===== config.mk =====
export PLATFORM = sky130hd
export DESIGN_NAME = tcw_ctrl
export DESIGN_NICKNAME = d
export VERILOG_FILES = /design/src/rtl/tcw_pkg.sv /design/src/rtl/tcw_ctrl.sv
export SDC_FILE = /design/constraint.sdc
export NUM_CORES = 1
export LEC_CHECK = 0
export BUFFER_PORTS_ARGS = -buffer_cell sky130_fd_sc_hd__buf_2
export CAP_MARGIN = 20
export CORE_MARGIN = 3
export CORE_UTILIZATION = 60
export CTS_BUF_LIST = sky130_fd_sc_hd__clkbuf_4
export DETAILED_ROUTE_END_ITERATION = 6
export PLACE_DENSITY_LB_ADDON = 0.08
export RECOVER_POWER = 50
export SLEW_MARGIN = 20
export SYNTH_ARGS = -nofsm -noshare
export SYNTH_HDL_FRONTEND = slang
export SYNTH_SLANG_ARGS = --single-unit

===== constraint.sdc =====
create_clock -name i_clk -period 5.1 [get_ports i_clk]
set_input_delay 0.765 -clock i_clk [delete_from_list [all_inputs] [get_ports i_clk]]
set_output_delay 0.765 -clock i_clk [all_outputs]
set_load 0.03 [all_outputs]

===== src/rtl/tcw_pkg.sv =====
// ----------------------------------------------------------------------------
// Text console writer package
// Shared types, codes and constants of the text console writer.
// ----------------------------------------------------------------------------
package tcw_pkg;

    // Default screen geometry.
    localparam int TCW_COLUMNS = 80;
    localparam int TCW_ROWS    = 25;

    // Character codes and cell constants.
    localparam logic [7:0] CH_NEWLINE = 8'd10;
    localparam logic [7:0] CH_RETURN  = 8'd13;
    localparam logic [7:0] CH_SPACE   = 8'h20;
    localparam logic [7:0] RESET_ATTR = 8'h0F;

    // Item operation codes.
    typedef enum logic [1:0] {
        OP_PUT   = 2'd0,
        OP_READ  = 2'd1,
        OP_CLEAR = 2'd2
    } t_op;

    // One input item.
    typedef struct packed {
        logic [1:0] op;
        logic [7:0] ch;
        logic [4:0] row;
        logic [6:0] col;
    } t_item;

    // One result item.
    typedef struct packed {
        logic [15:0] cell_data;
        logic [6:0]  cursor_col;
        logic [4:0]  cursor_row;
        logic        scrolled;
    } t_result;

    // A blank cell: a space under the given attribute.
    function automatic logic [15:0] blank_cell(input logic [7:0] attr);
        return {attr, CH_SPACE};
    endfunction

endpackage


===== src/rtl/tcw_ctrl.sv =====
// ----------------------------------------------------------------------------
// Console sequencer
// Holds the cursor and runs every item against the screen memory: cell
// writes, cell reads, the scroll copy and the fill sweeps.
// ----------------------------------------------------------------------------
module tcw_ctrl
    import tcw_pkg::*;
#(
    parameter int COLUMNS = TCW_COLUMNS,
    parameter int ROWS    = TCW_ROWS,
    localparam int DEPTH  = ROWS * COLUMNS,
    localparam int AW     = $clog2(DEPTH)
) (
    input  logic          i_clk,
    input  logic          i_rst_n,
    input  logic [7:0]    i_attr,
    input  logic          i_item_valid,
    input  t_item         i_item,
    output logic          o_item_ready,
    input  logic          i_slot_free,
    output logic          o_push,
    output t_result       o_res,
    output logic          o_wr_en,
    output logic [AW-1:0] o_waddr,
    output logic [15:0]   o_wdata,
    output logic          o_rd_en,
    output logic [AW-1:0] o_raddr,
    input  logic [15:0]   i_rdata
);

    localparam int CW = $clog2(COLUMNS);
    localparam int RW = $clog2(ROWS);
    localparam logic [AW-1:0] LAST_ADDR     = AW'(DEPTH - 1);
    localparam logic [AW-1:0] LAST_ROW_BASE = AW'((ROWS - 1) * COLUMNS);
    localparam logic [AW-1:0] COLS_A        = AW'(COLUMNS);
    localparam logic [CW-1:0] COL_LAST      = CW'(COLUMNS - 1);
    localparam logic [RW-1:0] ROW_LAST      = RW'(ROWS - 1);

    typedef enum logic [2:0] {
        S_INIT,
        S_IDLE,
        S_EXEC,
        S_RDWAIT,
        S_COPY,
        S_FILL,
        S_FIN
    } t_state;

    t_state        r_state, n_state;
    logic [AW-1:0] r_ptr, n_ptr;
    logic [CW-1:0] r_col, n_col;
    logic [RW-1:0] r_row, n_row;
    t_item         r_item, n_item;
    t_result       r_res, n_res;
    logic          r_wvalid, n_wvalid;
    logic [AW-1:0] r_wdst, n_wdst;

    logic [AW-1:0] cur_addr;
    logic [AW-1:0] rd_addr;
    logic          rd_in_range;
    logic          is_nl, is_cr, printable, inc_row, do_scroll;
    logic [CW-1:0] put_col;
    logic [RW-1:0] put_row;
    t_result       put_res;
    t_result       idle_res;

    // Addresses of the cursor cell and of the requested cell.
    assign cur_addr    = AW'(AW'(r_row) * COLS_A) + AW'(r_col);
    assign rd_addr     = AW'(AW'(r_item.row) * COLS_A) + AW'(r_item.col);
    assign rd_in_range = (r_item.row < ROWS) && (r_item.col < COLUMNS);

    // Cursor movement of a put.
    assign is_nl     = (r_item.ch == CH_NEWLINE);
    assign is_cr     = (r_item.ch == CH_RETURN);
    assign printable = !is_nl && !is_cr;
    assign inc_row   = is_nl || (printable && (r_col == COL_LAST));
    assign do_scroll = inc_row && (r_row == ROW_LAST);
    assign put_col   = (!printable || (r_col == COL_LAST)) ? '0 : r_col + CW'(1);
    assign put_row   = (inc_row && !do_scroll) ? r_row + RW'(1) : r_row;

    always_comb begin
        put_res.cell_data  = '0;
        put_res.cursor_col = 7'(put_col);
        put_res.cursor_row = 5'(put_row);
        put_res.scrolled   = do_scroll;
        idle_res.cell_data  = '0;
        idle_res.cursor_col = 7'(r_col);
        idle_res.cursor_row = 5'(r_row);
        idle_res.scrolled   = 1'b0;
    end

    // Sequencer next state and memory requests.
    always_comb begin
        n_state      = r_state;
        n_ptr        = r_ptr;
        n_col        = r_col;
        n_row        = r_row;
        n_item       = r_item;
        n_res        = r_res;
        n_wvalid     = r_wvalid;
        n_wdst       = r_wdst;
        o_item_ready = 1'b0;
        o_push       = 1'b0;
        o_res        = r_res;
        o_wr_en      = 1'b0;
        o_waddr      = r_ptr;
        o_wdata      = blank_cell(i_attr);
        o_rd_en      = 1'b0;
        o_raddr      = r_ptr + COLS_A;

        case (r_state)
            // Clearing pass after reset, always under the reset attribute.
            S_INIT: begin
                o_wr_en = 1'b1;
                o_wdata = blank_cell(RESET_ATTR);
                if (r_ptr == LAST_ADDR) begin
                    n_ptr   = '0;
                    n_state = S_IDLE;
                end else begin
                    n_ptr = r_ptr + AW'(1);
                end
            end

            S_IDLE: begin
                o_item_ready = 1'b1;
                if (i_item_valid) begin
                    n_item  = i_item;
                    n_state = S_EXEC;
                end
            end

            S_EXEC: begin
                case (r_item.op)
                    OP_PUT: begin
                        if (do_scroll || i_slot_free) begin
                            o_wr_en = printable;
                            o_waddr = cur_addr;
                            o_wdata = {i_attr, r_item.ch};
                            n_col   = put_col;
                            n_row   = put_row;
                            if (do_scroll) begin
                                n_res    = put_res;
                                n_ptr    = '0;
                                n_wvalid = 1'b0;
                                n_state  = S_COPY;
                            end else begin
                                o_push  = 1'b1;
                                o_res   = put_res;
                                n_state = S_IDLE;
                            end
                        end
                    end
                    OP_READ: begin
                        if (rd_in_range) begin
                            o_rd_en = 1'b1;
                            o_raddr = rd_addr;
                            n_state = S_RDWAIT;
                        end else if (i_slot_free) begin
                            o_push  = 1'b1;
                            o_res   = idle_res;
                            n_state = S_IDLE;
                        end
                    end
                    OP_CLEAR: begin
                        n_col   = '0;
                        n_row   = '0;
                        n_ptr   = '0;
                        n_res   = '0;
                        n_state = S_FILL;
                    end
                    default: begin
                        if (i_slot_free) begin
                            o_push  = 1'b1;
                            o_res   = idle_res;
                            n_state = S_IDLE;
                        end
                    end
                endcase
            end

            // Read data is held in the memory output until the result leaves.
            S_RDWAIT: begin
                o_res           = idle_res;
                o_res.cell_data = i_rdata;
                if (i_slot_free) begin
                    o_push  = 1'b1;
                    n_state = S_IDLE;
                end
            end

            // Scroll copy: read one row ahead, write back into the row above from the registered read data.
            S_COPY: begin
                o_wr_en = r_wvalid;
                o_waddr = r_wdst;
                o_wdata = i_rdata;
                if (r_ptr != LAST_ROW_BASE) begin
                    o_rd_en  = 1'b1;
                    n_wvalid = 1'b1;
                    n_wdst   = r_ptr;
                    n_ptr    = r_ptr + AW'(1);
                end else begin
                    n_wvalid = 1'b0;
                    n_state  = S_FILL;
                end
            end

            // Blank sweep up to the last cell: the bottom row or the whole screen.
            S_FILL: begin
                o_wr_en = 1'b1;
                if (r_ptr == LAST_ADDR) begin
                    n_ptr   = '0;
                    n_state = S_FIN;
                end else begin
                    n_ptr = r_ptr + AW'(1);
                end
            end

            S_FIN: begin
                if (i_slot_free) begin
                    o_push  = 1'b1;
                    n_state = S_IDLE;
                end
            end

            default: begin
                n_state = S_IDLE;
            end
        endcase
    end

    // State and registered values.
    always_ff @(posedge i_clk) begin
        if (!i_rst_n) begin
            r_state  <= S_INIT;
            r_ptr    <= '0;
            r_col    <= '0;
            r_row    <= '0;
            r_wvalid <= 1'b0;
        end else begin
            r_state  <= n_state;
            r_ptr    <= n_ptr;
            r_col    <= n_col;
            r_row    <= n_row;
            r_wvalid <= n_wvalid;
        end
        r_item <= n_item;
        r_res  <= n_res;
        r_wdst <= n_wdst;
    end

`ifndef SYNTHESIS
    a_cursor_range: assert property (@(posedge i_clk) disable iff (!i_rst_n)
        (r_col <= COL_LAST) && (r_row <= ROW_LAST))
        else $error("cursor left the screen");

    a_waddr_range: assert property (@(posedge i_clk) disable iff (!i_rst_n)
        o_wr_en |-> (o_waddr <= LAST_ADDR))
        else $error("write address beyond the screen");

    a_push_slot: assert property (@(posedge i_clk) disable iff (!i_rst_n)
        o_push |-> i_slot_free)
        else $error("result pushed into a full output register");

    a_scroll_row: assert property (@(posedge i_clk) disable iff (!i_rst_n)
        (o_push && o_res.scrolled) |-> (r_row == ROW_LAST))
        else $error("scroll finished off the last row");
`endif

endmodule


; ---- Word-level counts from Yosys, hierarchy flattened
; Index checks and enable logic that the tools add are counted.
[classes]
reduce_logical = 26
n_mul = 2
add_sub_neg = 6
n_mux = 58
n_lt_le_gt_ge = 2
n_eq_ne = 27
[ops]
columns = operator, n
row1 = $mux W29, 6
row2 = $pmux W29 S2, 2
row3 = $mux W11, 9
row4 = $pmux W29 S3, 1
row5 = $pmux W16 S3, 1
row6 = $pmux W11 S2, 2
row7 = $pmux W11 S3, 1
row8 = $mux W3, 8
row9 = $add A11 B7 Y11, 2
row10 = $ne A2 B2 Y1 const B, 10
row11 = $pmux W3 S6, 1
row12 = $eq A8 B4 Y1 const B, 2
row13 = $mux W8, 2
row14 = $mul A5 B3 Y7 const B, 2
row15 = $mux W7, 2
row16 = $pmux W7 S2, 1
row17 = $mux W1, 13
row18 = $add A11 B1 Y11 const B, 1
row19 = $add A11 B7 Y11 const B, 1
row20 = $eq A11 B11 Y1 const B, 1
row21 = $ne A11 B11 Y1 const B, 1
row22 = $mux W5, 2
row23 = $pmux W5 S2, 1
row24 = $reduce_and A5 Y1, 2
row25 = 26 further kinds, 47
[word_totals]
word_cells = 135
reg_bits = 89
output_inout_bits = 71

; ---- Longest topological paths before layout
; Gate-level depths: netlist of run 1.
[depth]
depth_word = 13
ltp_mapped = 10
depth_no_buf = 9

; ---- Least setup slack after synthesis of run 1
; Ideal clock, no wire load.
[synth_path]
kind = register to output
start = register r_col[0]
end = output o_res[0] (netlist name)
stages_incl_launch_ff = 10
slack_ns = 1.463
path_buffers = 2
t_arrival_ns = 2.872
required_time_ns = 4.335
path_cell_list = dfxtp_1 > ha_1 > nand3_2 > or3_1 > buf_6 > o21a_1 > buf_2 > nor2_4 > o21ai_0 > a311oi_1
[synth_rtl]
columns = element, line_no
row1 = from (decl), tcw_ctrl.sv:51  ; logic [CW-1:0] r_col, n_col;
row2 = from (signal assigned), tcw_ctrl.sv:242  ; r_col <= n_col;
row3 = to (decl), tcw_ctrl.sv:22  ; output t_result o_res,

; ---- Worst setup path after layout of run 1
[layout_path]
start = register r_col[0]
end = output o_waddr[10]
[layout_via]
elab_chain_len = 8
[layout_lines]
columns = element, line_no
row1 = branches (longest 5 deep; another with $add A11 B7 Y11), n/a
row2 = $mux W11 (*), tcw_ctrl.sv:135  ; if (do_scroll || i_slot_free) begin
row3 = $mux W11 (*), tcw_ctrl.sv:133  ; case (r_item.op)
row4 = $pmux W11 S2 (*), tcw_ctrl.sv:111  ; case (r_state)
row5 = to (decl), tcw_ctrl.sv:24  ; output logic [AW-1:0] o_waddr,
; Mark *: on every way between the ends.

==> qor.yml, run 1 <==
status:
  outcome: "finished, violations left"
  violations: "max-capacitance violations, max-slew violations"
timing:
  max_freq_ghz: 0.217
  relSlewSlack_pct: -3.11
  min_period_over_period_pct: 90.2
  setup_viol: 0
  fin_skew_ns: 0.0255
  setup_tns_ns: 0
  rsz0062_at_grt: "no"
  whs_ns: 0.511
  hold_viol_final: 0
  final_max_slew_viol_count: 23
  setup_slack_ns: 0.499
  min_period_ns: 4.60
  worstMarginPinSlew_ns: 1.55
global_route:
  grt_pass1_wl_mm: 26.1
  grt_pass1_vias: 5206
  grt-ovfl-total: 0
  grt_use_total_pct: 32.3
  grt_max_degree: 31
  antenna_found_initial: 0
floorplanning:
  rows: 34
  initial_core_util_pct: 62.3
  die_h_um: 102
  core_area_mm2: 0.00881
  die_w_um: 102
  num_io_pins: 121
  fp.dieArea_mm2: 0.0103
drt:
  vias: 5576
  ant_nets: 0
  vias_per_cell: 6.61
  route.detailed.drc: 0
  detailedRoute.firstPassIterationCount: 6
  wirelength_mm: 16.8
  drtIter0Drc: 354
  wl_per_cell_um: 19.9
power_and_ir_drop:
  power_density_mw_per_mm2: 180
  peakVddDrop_uv: 164
  p_leak_nw: 2.58
synthesis:
  synth_area_per_cell_um2: 8.63
  synth_nets: 715
  ys_async_sr_fraction_pct: 0
  syn-cell-area_mm2: 0.00549
  syn_inst: 636
  synth_seq_cells: 73
  synth_top_flop_cell: "edfxtp_1"
  ys_seq_area_share_pct: 35.0
  synth_cell_type_count: 79
  synth_edf_count: 46
  synth_warnings: 0
  synth.area.top_cells: "edfxtp_1 (25%), dfxtp_1 (9.8%), ha_1 (5.7%)"
  yosysMostFrequentCell: "nor2_1"
  yosys-top-cells-count: "nor2_1 (59), a21oi_1 (52), nand2_1 (49), edfxtp_1 (46), o21ai_0 (35)"
  synth_top_area_share_pct: 25.2
  synth_largest_area_cell: "edfxtp_1"
clock_tree:
  insertion_delay_ns: 0.43
  numCtsBuffers: 9
  hold_buffers: 0
  cts.sinks: 73
  cts_setup_buffers: 0
  cts_max_level: 3
  clockRootBuffer: "clkbuf_4"
  cts_tree: "built"
  clk_pin_slew_ns: 0.15
  clockBufferDepth: 2
  post_cts_resized: 0
hold_path:
  holdPathStages: 1
  min_from: "i_item[21]"
  min_to: "r_item[21]"
  min_path_type: "in -> reg"
layout:
  postLayoutCoreUtil_pct: 70.6
  antenna_cells: 0
  multi_input_area_mm2: 0.00326
  seq_area_mm2: 0.00192
  fin_nets: 810
  final_area_mm2: 0.00621
  area_growth_pct: 13.2
  drive_above_1_share_pct: 21.9
  fillers: 712
worst_setup_path:
  crit_path_max_fanout: 13
  worst-r2r-cell-count: 4
  worst_ep_arrival_time_ns: 3.84
  r2r_slack_ns: 1.59
  worst_r2r_endpoint: "r_item[17]"
  critPathCaptureType: "primary output"
  worstSetupPathType: "reg -> out"
  rr_startpoint: "r_state[0]"
  start_kind: "flip-flop"
  worstPathRequired_ns: 4.34
place:
  dpl-instance-area_mm2: 0.00607
  post-place-ws_ns: 0.702
  post-dp-hpwl_mm: 12.2
  gp_congestion: 0.948
  port_buffers: 120
run:
  drv_cap: 1
-- cell usage in the layout, fill, tap and decap left out, types with 7 or more instances in the layout --
master / n
o22ai_1: 8
xor2_1: 10
inv_1: 27
clkbuf_1: 13
edfxtp_1: 46
nand2_1: 49
a31oi_1: 14
o21a_1: 10
mux2_2: 7
nor2_1: 59
a221oi_1: 7
buf_2: 109
a21o_1: 12
nand3_1: 27
ha_1: 25
dfxtp_1: 27
and2_1: 13
nor3_1: 18
clkbuf_4: 10
xnor2_1: 13
a22o_1: 14
o21ai_0: 35
a21oi_1: 52
-- metal layers --
layer  up-vias  global-route usage, %  wire (um)
li1       2568                      -          -
met1      2645                   41.3       6510
met2       320                   53.9       8260
met3        43                   6.47       1490
met4         0                   12.1        505
met5         -                      0          0
-- stage by stage --
| stage | cells | total power [mW] |
|---|---|---|
| 3_5_place_dp | 827 | 0.701 |
| 4_1_cts | 843 | 1.12 |
| 5_1_grt | 844 | 1.16 |
| 6_report | 844 | 1.12 |
| 3_3_place_gp | 827 | 0.699 |
| 2_1_floorplan | 636 | 0.672 |
-- logic make-up (layout without fill, tap and decap cells) --
kind of cell	count (synthesis)	in the layout	synth area share, %
flip-flops	73	73	35.0
buffers and inverters	71	170	5.74
XOR/XNOR	23	23	3.67
AO/OA/AOI/OAI	201	202	24.9
adder cells (fa/ha/maj)	29	29	7.16
AND/OR/NAND/NOR	227	227	21.2
multiplexers	12	12	2.35
-- where the power goes --
group | internal, mW | switching (mW) | leakage, nW
clock network | 0.207 | 0.224 | 0.0910
registers | 0.625 | 0.00384 | 0.613
logic | 0.0256 | 0.0340 | 1.88
-- registers in the layout, indices dropped and copies added, names as in the netlist --
register and count:
r_col 7, r_item 22, r_ptr 11, r_res 13
r_row 5, r_state 3, r_wdst 11, r_wvalid 1
-- area by class of cell --
class	instances	area share, %
Clock buffer	10	1.21
Clock inverter	6	1.47
Inverter	28	1.69
Multi-Input combinational cell	493	52.5
Sequential cell	73	30.9
Tap cell	108	2.17
Timing Repair Buffer	126	10.0
-- critical path: stages, from the launching register on --
cell and delay [ns]:
dfxtp_1 0.50, ha_1 0.30, nand3_1 0.20, or3_1 0.54
o21a_1 0.43, o31ai_4 0.58, nor2_1 0.25, a221o_1 0.42
buf_2 0.18
-- worst max path at each step --
stage,startpoint,endpoint,cells after the start
after floorplan,r_col[0],o_res[0],9
after global placement,r_col[0],o_waddr[10],8
after detailed placement,r_col[0],o_waddr[10],8
after CTS,r_col[0],o_waddr[10],8
after global routing,r_col[0],o_waddr[10],8
final,r_col[0],o_waddr[10],8
Note: power is estimated with default switching activity, not from simulation.
==> run 2: changes to the inputs <==
- GPL_TIMING_DRIVEN: default -> 0
==> run 2 against run 1 <==
  * The run still ends with max-capacitance violations, max-slew violations left
  * Via count up 2.6%
  * Sequential power hardly changed
  * Clock skew rose by 0.0068 ns
  * Clock power shrank 7.9%
  * Cell count up 4.0%
  * Setup slack worse by 0.049 ns
  * Routed wire length is 2.2% higher
  * First-iteration DRC count rose by 10%
  * Non-clock buffer count is 35 higher
  * Register-to-register slack got worse by 0.08 ns
==> qor.yml, run 2 (same netlist as run 1, synthesis figures left out) <==
status:
  outcome: "finished, violations left"
  violations: "max-capacitance violations, max-slew violations"
clock_tree:
  cts_tree: "built"
  clockBufferDepth: 2  # unchanged
  insertion_delay_ns: 0.45  # +0.02 ns
  cts.sinks: 73  # unchanged
  cts_max_level: 3  # unchanged
  clk_pin_slew_ns: 0.16  # about the same
  post_cts_resized: 0  # unchanged
  hold_buffers: 0  # unchanged
  numCtsBuffers: 9  # unchanged
  clockRootBuffer: "clkbuf_4"
  cts_setup_buffers: 0  # unchanged
global_route:
  antenna_found_initial: 0  # unchanged
  grt-ovfl-total: 0  # unchanged
  grt_use_total_pct: 33.5  # +1.2 points
  grt_max_degree: 23  # -26%
  grt_pass1_wl_mm: 27.1  # +3.6%
  grt_pass1_vias: 5444  # +4.6%
timing:
  hold_viol_final: 0  # unchanged
  whs_ns: 0.444  # -0.0667 ns
  relSlewSlack_pct: -4.88  # -1.8 points
  setup_slack_ns: 0.449  # -0.0492 ns
  worstMarginPinSlew_ns: 1.57  # +0.0266 ns
  min_period_over_period_pct: 91.2  # +0.96 points
  max_freq_ghz: 0.215  # -1.1%
  final_max_slew_viol_count: 23  # unchanged
  min_period_ns: 4.65  # +0.0492 ns
  rsz0062_at_grt: "no"
  setup_viol: 0  # unchanged
  setup_tns_ns: 0  # unchanged
  fin_skew_ns: 0.0323  # +0.00679 ns
layout:
  fin_nets: 844  # +4.2%
  area_growth_pct: 15.3
  top_register: "r_item"
  multi_input_area_mm2: 0.00324  # -0.54%
  fillers: 746  # +4.8%
  final_common_cell: "buf_2"
  largest_register_ffs: 22  # unchanged
  mostFrequentLayoutCells: "buf_2 (118), nor2_1 (59), a21oi_1 (52)"
  seq_area_mm2: 0.00192  # unchanged
  drive_above_1_share_pct: 21.7  # -0.19 points
  fin_cells: 878  # +4.0%
  largestRegisters: "r_item: 22 flops, r_res: 13 flops"
  antenna_cells: 0  # unchanged
worst_setup_path:
  start_kind: "flip-flop"
  critPathCaptureType: "primary output"
  worstPathRequired_ns: 4.34  # about the same
  worst_ep_arrival_time_ns: 3.89  # +0.05 ns
  path_cells: "ha_1 > nand3_1 > or3_1 > clkbuf_1 > o21a_1 > o31ai_4 > clkbuf_1 > nand2_1 > o21ai_0 > buf_2"
  worstSetupPathType: "reg -> out"
  crit_path_max_fanout: 10  # -3
  crit_path_max_incr_delay_ns: 0.56  # -0.02 ns
  cp_common_cell: "clkbuf_1"
  cp_slowest_cell: "dfxtp_1"
drt:
  wl_per_cell_um: 19.5  # -1.8%
  drtIter0Drc: 390  # +10%
  vias_per_cell: 6.51  # -1.4%
  wirelength_mm: 17.1  # +2.2%
  route.detailed.drc: 0  # unchanged
  vias: 5719  # +2.6%
  ant_nets: 0  # unchanged
  detailedRoute.firstPassIterationCount: 5  # -1
floorplanning:
  core_area_mm2: 0.00881  # unchanged
  rows: 34  # unchanged
  fp.dieArea_mm2: 0.0103  # unchanged
  die_h_um: 102  # unchanged
  die_w_um: 102  # unchanged
  initial_core_util_pct: 62.3  # unchanged
  num_io_pins: 121  # unchanged
place:
  port_buffers: 118  # -1.7%
  post-dp-hpwl_mm: 13.0  # +6.7%
  dp_cells: 862  # +4.2%
  post-place-ws_ns: 1.06  # +0.358 ns
  gp_congestion: 0.993  # +4.7%
power_and_ir_drop:
  power_density_mw_per_mm2: 172  # -4.7%
  p_leak_nw: 2.63  # +1.8%
  finalPower_mw: 1.09  # -2.9%
  peakVddDrop_uv: 125  # -24%
hold_path:
  min_path_type: "reg -> reg"
run:
  drv_cap: 1  # unchanged
-- run 2: metal layers --
layer / global-route usage [%] / share of wire (%) / vias to the layer above
met1: 41.6 / 39 / 2714
li1: - / - / 2632
met3: 4.89 / 7.8 / 58
met5: 0 / 0 / -
met2: 57.2 / 49 / 315
met4: 15.7 / 3.9 / 0
-- run 2: metrics by stage --
stage               instance area (um2)  utilization [%]
detailed placement                 6220             70.6
global placement                   6220             70.6
global route                       6330             71.9
CTS                                6360             72.2
finish                             6330             71.9
floorplan                          5490                -
-- run 2: worst paths after layout --
| check | from | end | slack [ns] | depth (start not counted) |
|---|---|---|---|---|
| max | r_col[0] | o_wr_en | 0.45 | 10 |
| min | r_ptr[7] | r_wdst[7] | 0.44 | 0 |
| max reg2reg | r_col[0] | r_res[4] | 1.51 | 9 |
| min reg2reg | r_ptr[7] | r_wdst[7] | 0.44 | 0 |
-- run 2: area by class of cell --
type / instances / area share, %
clock buffer: 9 / 1.07
multi-input combinational: 492 / 51.2
inverter: 28 / 1.66
buffer: 43 / 3.08
sequential: 73 / 30.3
timing repair buffer: 118 / 9.29
clock inverter: 7 / 1.21
tap: 108 / 2.13
-- run 2: power breakdown --
part           switching, mW  internal (mW)
Sequential           0.00368          0.626
Combinational         0.0355         0.0267
Clock                  0.243          0.154
-- run 2: worst max-delay path: cells and delay by family (launching register included) --
family	cells	cell delay [ns]
buf+inv	3	0.95
flops	1	0.56
compound gates	3	0.90
simple gates	3	0.68
fa+ha+maj	1	0.33
==> run 3: changes to the inputs <==
- CORE_UTILIZATION: 60 -> 57
- MAX_ROUTING_LAYER: default -> met4
==> run 3 against run 2 <==
  * The flow finishes with violations (design-rule violations)
  * Hold slack got worse by 0.0045 ns
  * Core utilization fell by 3.4 points
  * Maximum frequency down 1.6%
  * Via count is 0.58% higher
  * Design area increased by 0.38%
  * Setup slack worse by 0.078 ns
  * Total power down 0.86%
==> qor.yml, run 3 (same netlist as run 1, synthesis figures left out) <==
layout:
  final_common_cell: "buf_2"
  antenna_cells: 0  # unchanged
  final_area_mm2: 0.00636  # +0.38%
  fin_nets: 844  # unchanged
  largest_register_ffs: 22  # unchanged
  fin_cells: 899  # +2.4%
  area_growth_pct: 15.8
  mostFrequentLayoutCells: "buf_2 (117), nor2_1 (59), a21oi_1 (52)"
  drive_above_1_share_pct: 21.7  # unchanged
  largestRegisters: "r_item: 22 flops, r_res: 13 flops"
  top_register: "r_item"
clock_tree:
  cts_tree: "built"
  clockRootBuffer: "clkbuf_4"
  insertion_delay_ns: 0.43  # -0.02 ns
  cts_max_level: 3  # unchanged
  cts_setup_buffers: 0  # unchanged
  clockBufferDepth: 2  # unchanged
  hold_buffers: 0  # unchanged
  clk_pin_slew_ns: 0.15  # about the same
  numCtsBuffers: 9  # unchanged
  cts.sinks: 73  # unchanged
  post_cts_resized: 0  # unchanged
place:
  gp_congestion: 0.949  # -4.4%
  dpl-instance-area_mm2: 0.00624  # +0.42%
  post-place-ws_ns: 0.872  # -0.187 ns
  dp_cells: 883  # +2.4%
  port_buffers: 118  # unchanged
  post-dp-hpwl_mm: 13.5  # +3.9%
power_and_ir_drop:
  switchingPower_mw: 0.270  # -4.3%
  p_int_mw: 0.809  # +0.35%
  peakVddDrop_uv: 130  # +4.2%
  pwr-share-clk_pct: 35.7  # -0.8 points
  pwr-share-comb_pct: 6.0  # +0.3 points
  p_leak_nw: 2.62  # -0.12%
  p_sw_share_pct: 25.0  # -0.90 points
  power_density_mw_per_mm2: 170  # -1.2%
  p_seq_share_pct: 58.3  # +0.5 points
  finalPower_mw: 1.08  # -0.86%
timing:
  hold_viol_final: 0  # unchanged
  worstMarginPinSlew_ns: 1.47  # -0.107 ns
  setup_slack_ns: 0.372  # -0.0776 ns
  setup_tns_ns: 0  # unchanged
  min_period_over_period_pct: 92.7  # +1.5 points
  fin_skew_ns: 0.0272  # -0.00503 ns
  setup_viol: 0  # unchanged
  relSlewSlack_pct: 2.23  # +7.1 points
  rsz0062_at_grt: "no"
  max_freq_ghz: 0.211  # -1.6%
  min_period_ns: 4.73  # +0.0776 ns
  final_max_slew_viol_count: 0  # -100%
floorplanning:
  die_w_um: 104  # +2.4%
  num_io_pins: 121  # unchanged
  die_h_um: 104  # +2.4%
  core_area_mm2: 0.00928  # +5.4%
  initial_core_util_pct: 59.1  # -3.2 points
  rows: 35  # +2.9%
  fp.dieArea_mm2: 0.0108  # +4.9%
worst_setup_path:
  worst_ep_arrival_time_ns: 3.96  # +0.07 ns
  crit_family: "compound AO/OA/AOI/OAI gates"
  path_cells: "ha_1 > nand3_1 > or3_1 > clkbuf_1 > o21a_1 > clkbuf_1 > nor2_4 > o21ai_0 > a311oi_1 > buf_2"
  crit_path_max_fanout: 10  # unchanged
  crit_path_max_incr_delay_ns: 0.52  # -0.04 ns
  cp_common_cell: "clkbuf_1"
  path_buf_inv: 3  # unchanged
  critPathCaptureType: "primary output"
  start_kind: "flip-flop"
  worstPathRequired_ns: 4.34  # about the same
  worstSetupPathType: "reg -> out"
  cp_slowest_cell: "dfxtp_1"
run:
  drv_cap: 0  # -1
drt:
  vias_per_cell: 6.40  # -1.8%
  ant_nets: 0  # unchanged
  route.detailed.drc: 15  # +15
  detailedRoute.firstPassIterationCount: 7  # +2
  wirelength_mm: 17.8  # +4.1%
  wl_per_cell_um: 19.8  # +1.7%
  vias: 5752  # +0.58%
  drtIter0Drc: 623  # +60%
global_route:
  antenna_found_initial: 0  # unchanged
  grt_pass1_wl_mm: 28.7  # +6.0%
  grt_pass1_vias: 5454  # +0.18%
  grt-ovfl-total: 0  # unchanged
  grt_use_total_pct: 33.7  # +0.17 points
  grt_max_degree: 23  # unchanged
status:
  violations: "design-rule violations"
  outcome: "finished, violations left"
hold_path:
  min_path_type: "reg -> reg"
[run 3: changes by cell type in the layout (fill, tap and decap cells not counted), sizes merged]
| cell | delta |
|---|---|
| inv | -2 |
| buf | -2 |
| clkinvlp | +1 |
| clkbuf | +3 |
[run 3: layer usage]
metal / wire length (um) / GRT usage [%] / vias up
li1: - / - / 2636
met1: 7400 / 46.7 / 2680
met2: 7980 / 50.9 / 399
met3: 2070 / 5.34 / 37
met4: 380 / 10.5 / 0
met5: 0 / - / -
[run 3: area by class of cell]
type                    count  area, um2
clock buffers              10       75.1
repair buffers            118        588
multi-input cells         492       3240
fillers                   772       2930
well taps                 129        161
inverters                  28        105
plain buffers              43        194
flip-flops and latches     73       1920
clock inverters             6       67.6
[run 3: power groups by stage]
| stage | logic (mW) | clock network [mW] | registers [mW] |
|---|---|---|---|
| after floorplan | 0.0315 | 0 | 0.641 |
| after CTS | 0.0629 | 0.383 | 0.629 |
| after global routing | 0.0688 | 0.411 | 0.630 |
| final | 0.0644 | 0.385 | 0.629 |
| after detailed placement | 0.0623 | 0 | 0.642 |
| after global placement | 0.0605 | 0 | 0.642 |
[run 3: worst register-to-register path: cells and delay by family, from the launching register on]
family	cells	cell delay [ns]
adders and majority gates	1	0.32
AOI/OAI and AO/OA	2	0.51
buffers and inverters	3	1.05
DFF	1	0.52
and+or+nand+nor	3	0.91
[run 3: final timing paths]
| path | slack (ns) | start | to | depth (start not counted) |
|---|---|---|---|---|
| max | 0.37 | r_col[0] | o_res[0] | 10 |
| min | 0.44 | r_ptr[6] | r_wdst[6] | 0 |
| max reg2reg | 1.44 | r_col[0] | r_res[9] | 9 |
| min reg2reg | 0.44 | r_ptr[6] | r_wdst[6] | 0 |
[run 3: metrics by stage]
stage	util [%]	hold WS [ns]
5_1_grt	68.5	0.456
3_5_place_dp	67.2	0.414
6_report	68.5	0.439
4_1_cts	68.8	0.439
3_3_place_gp	67.2	0.411
2_1_floorplan	-	0.406
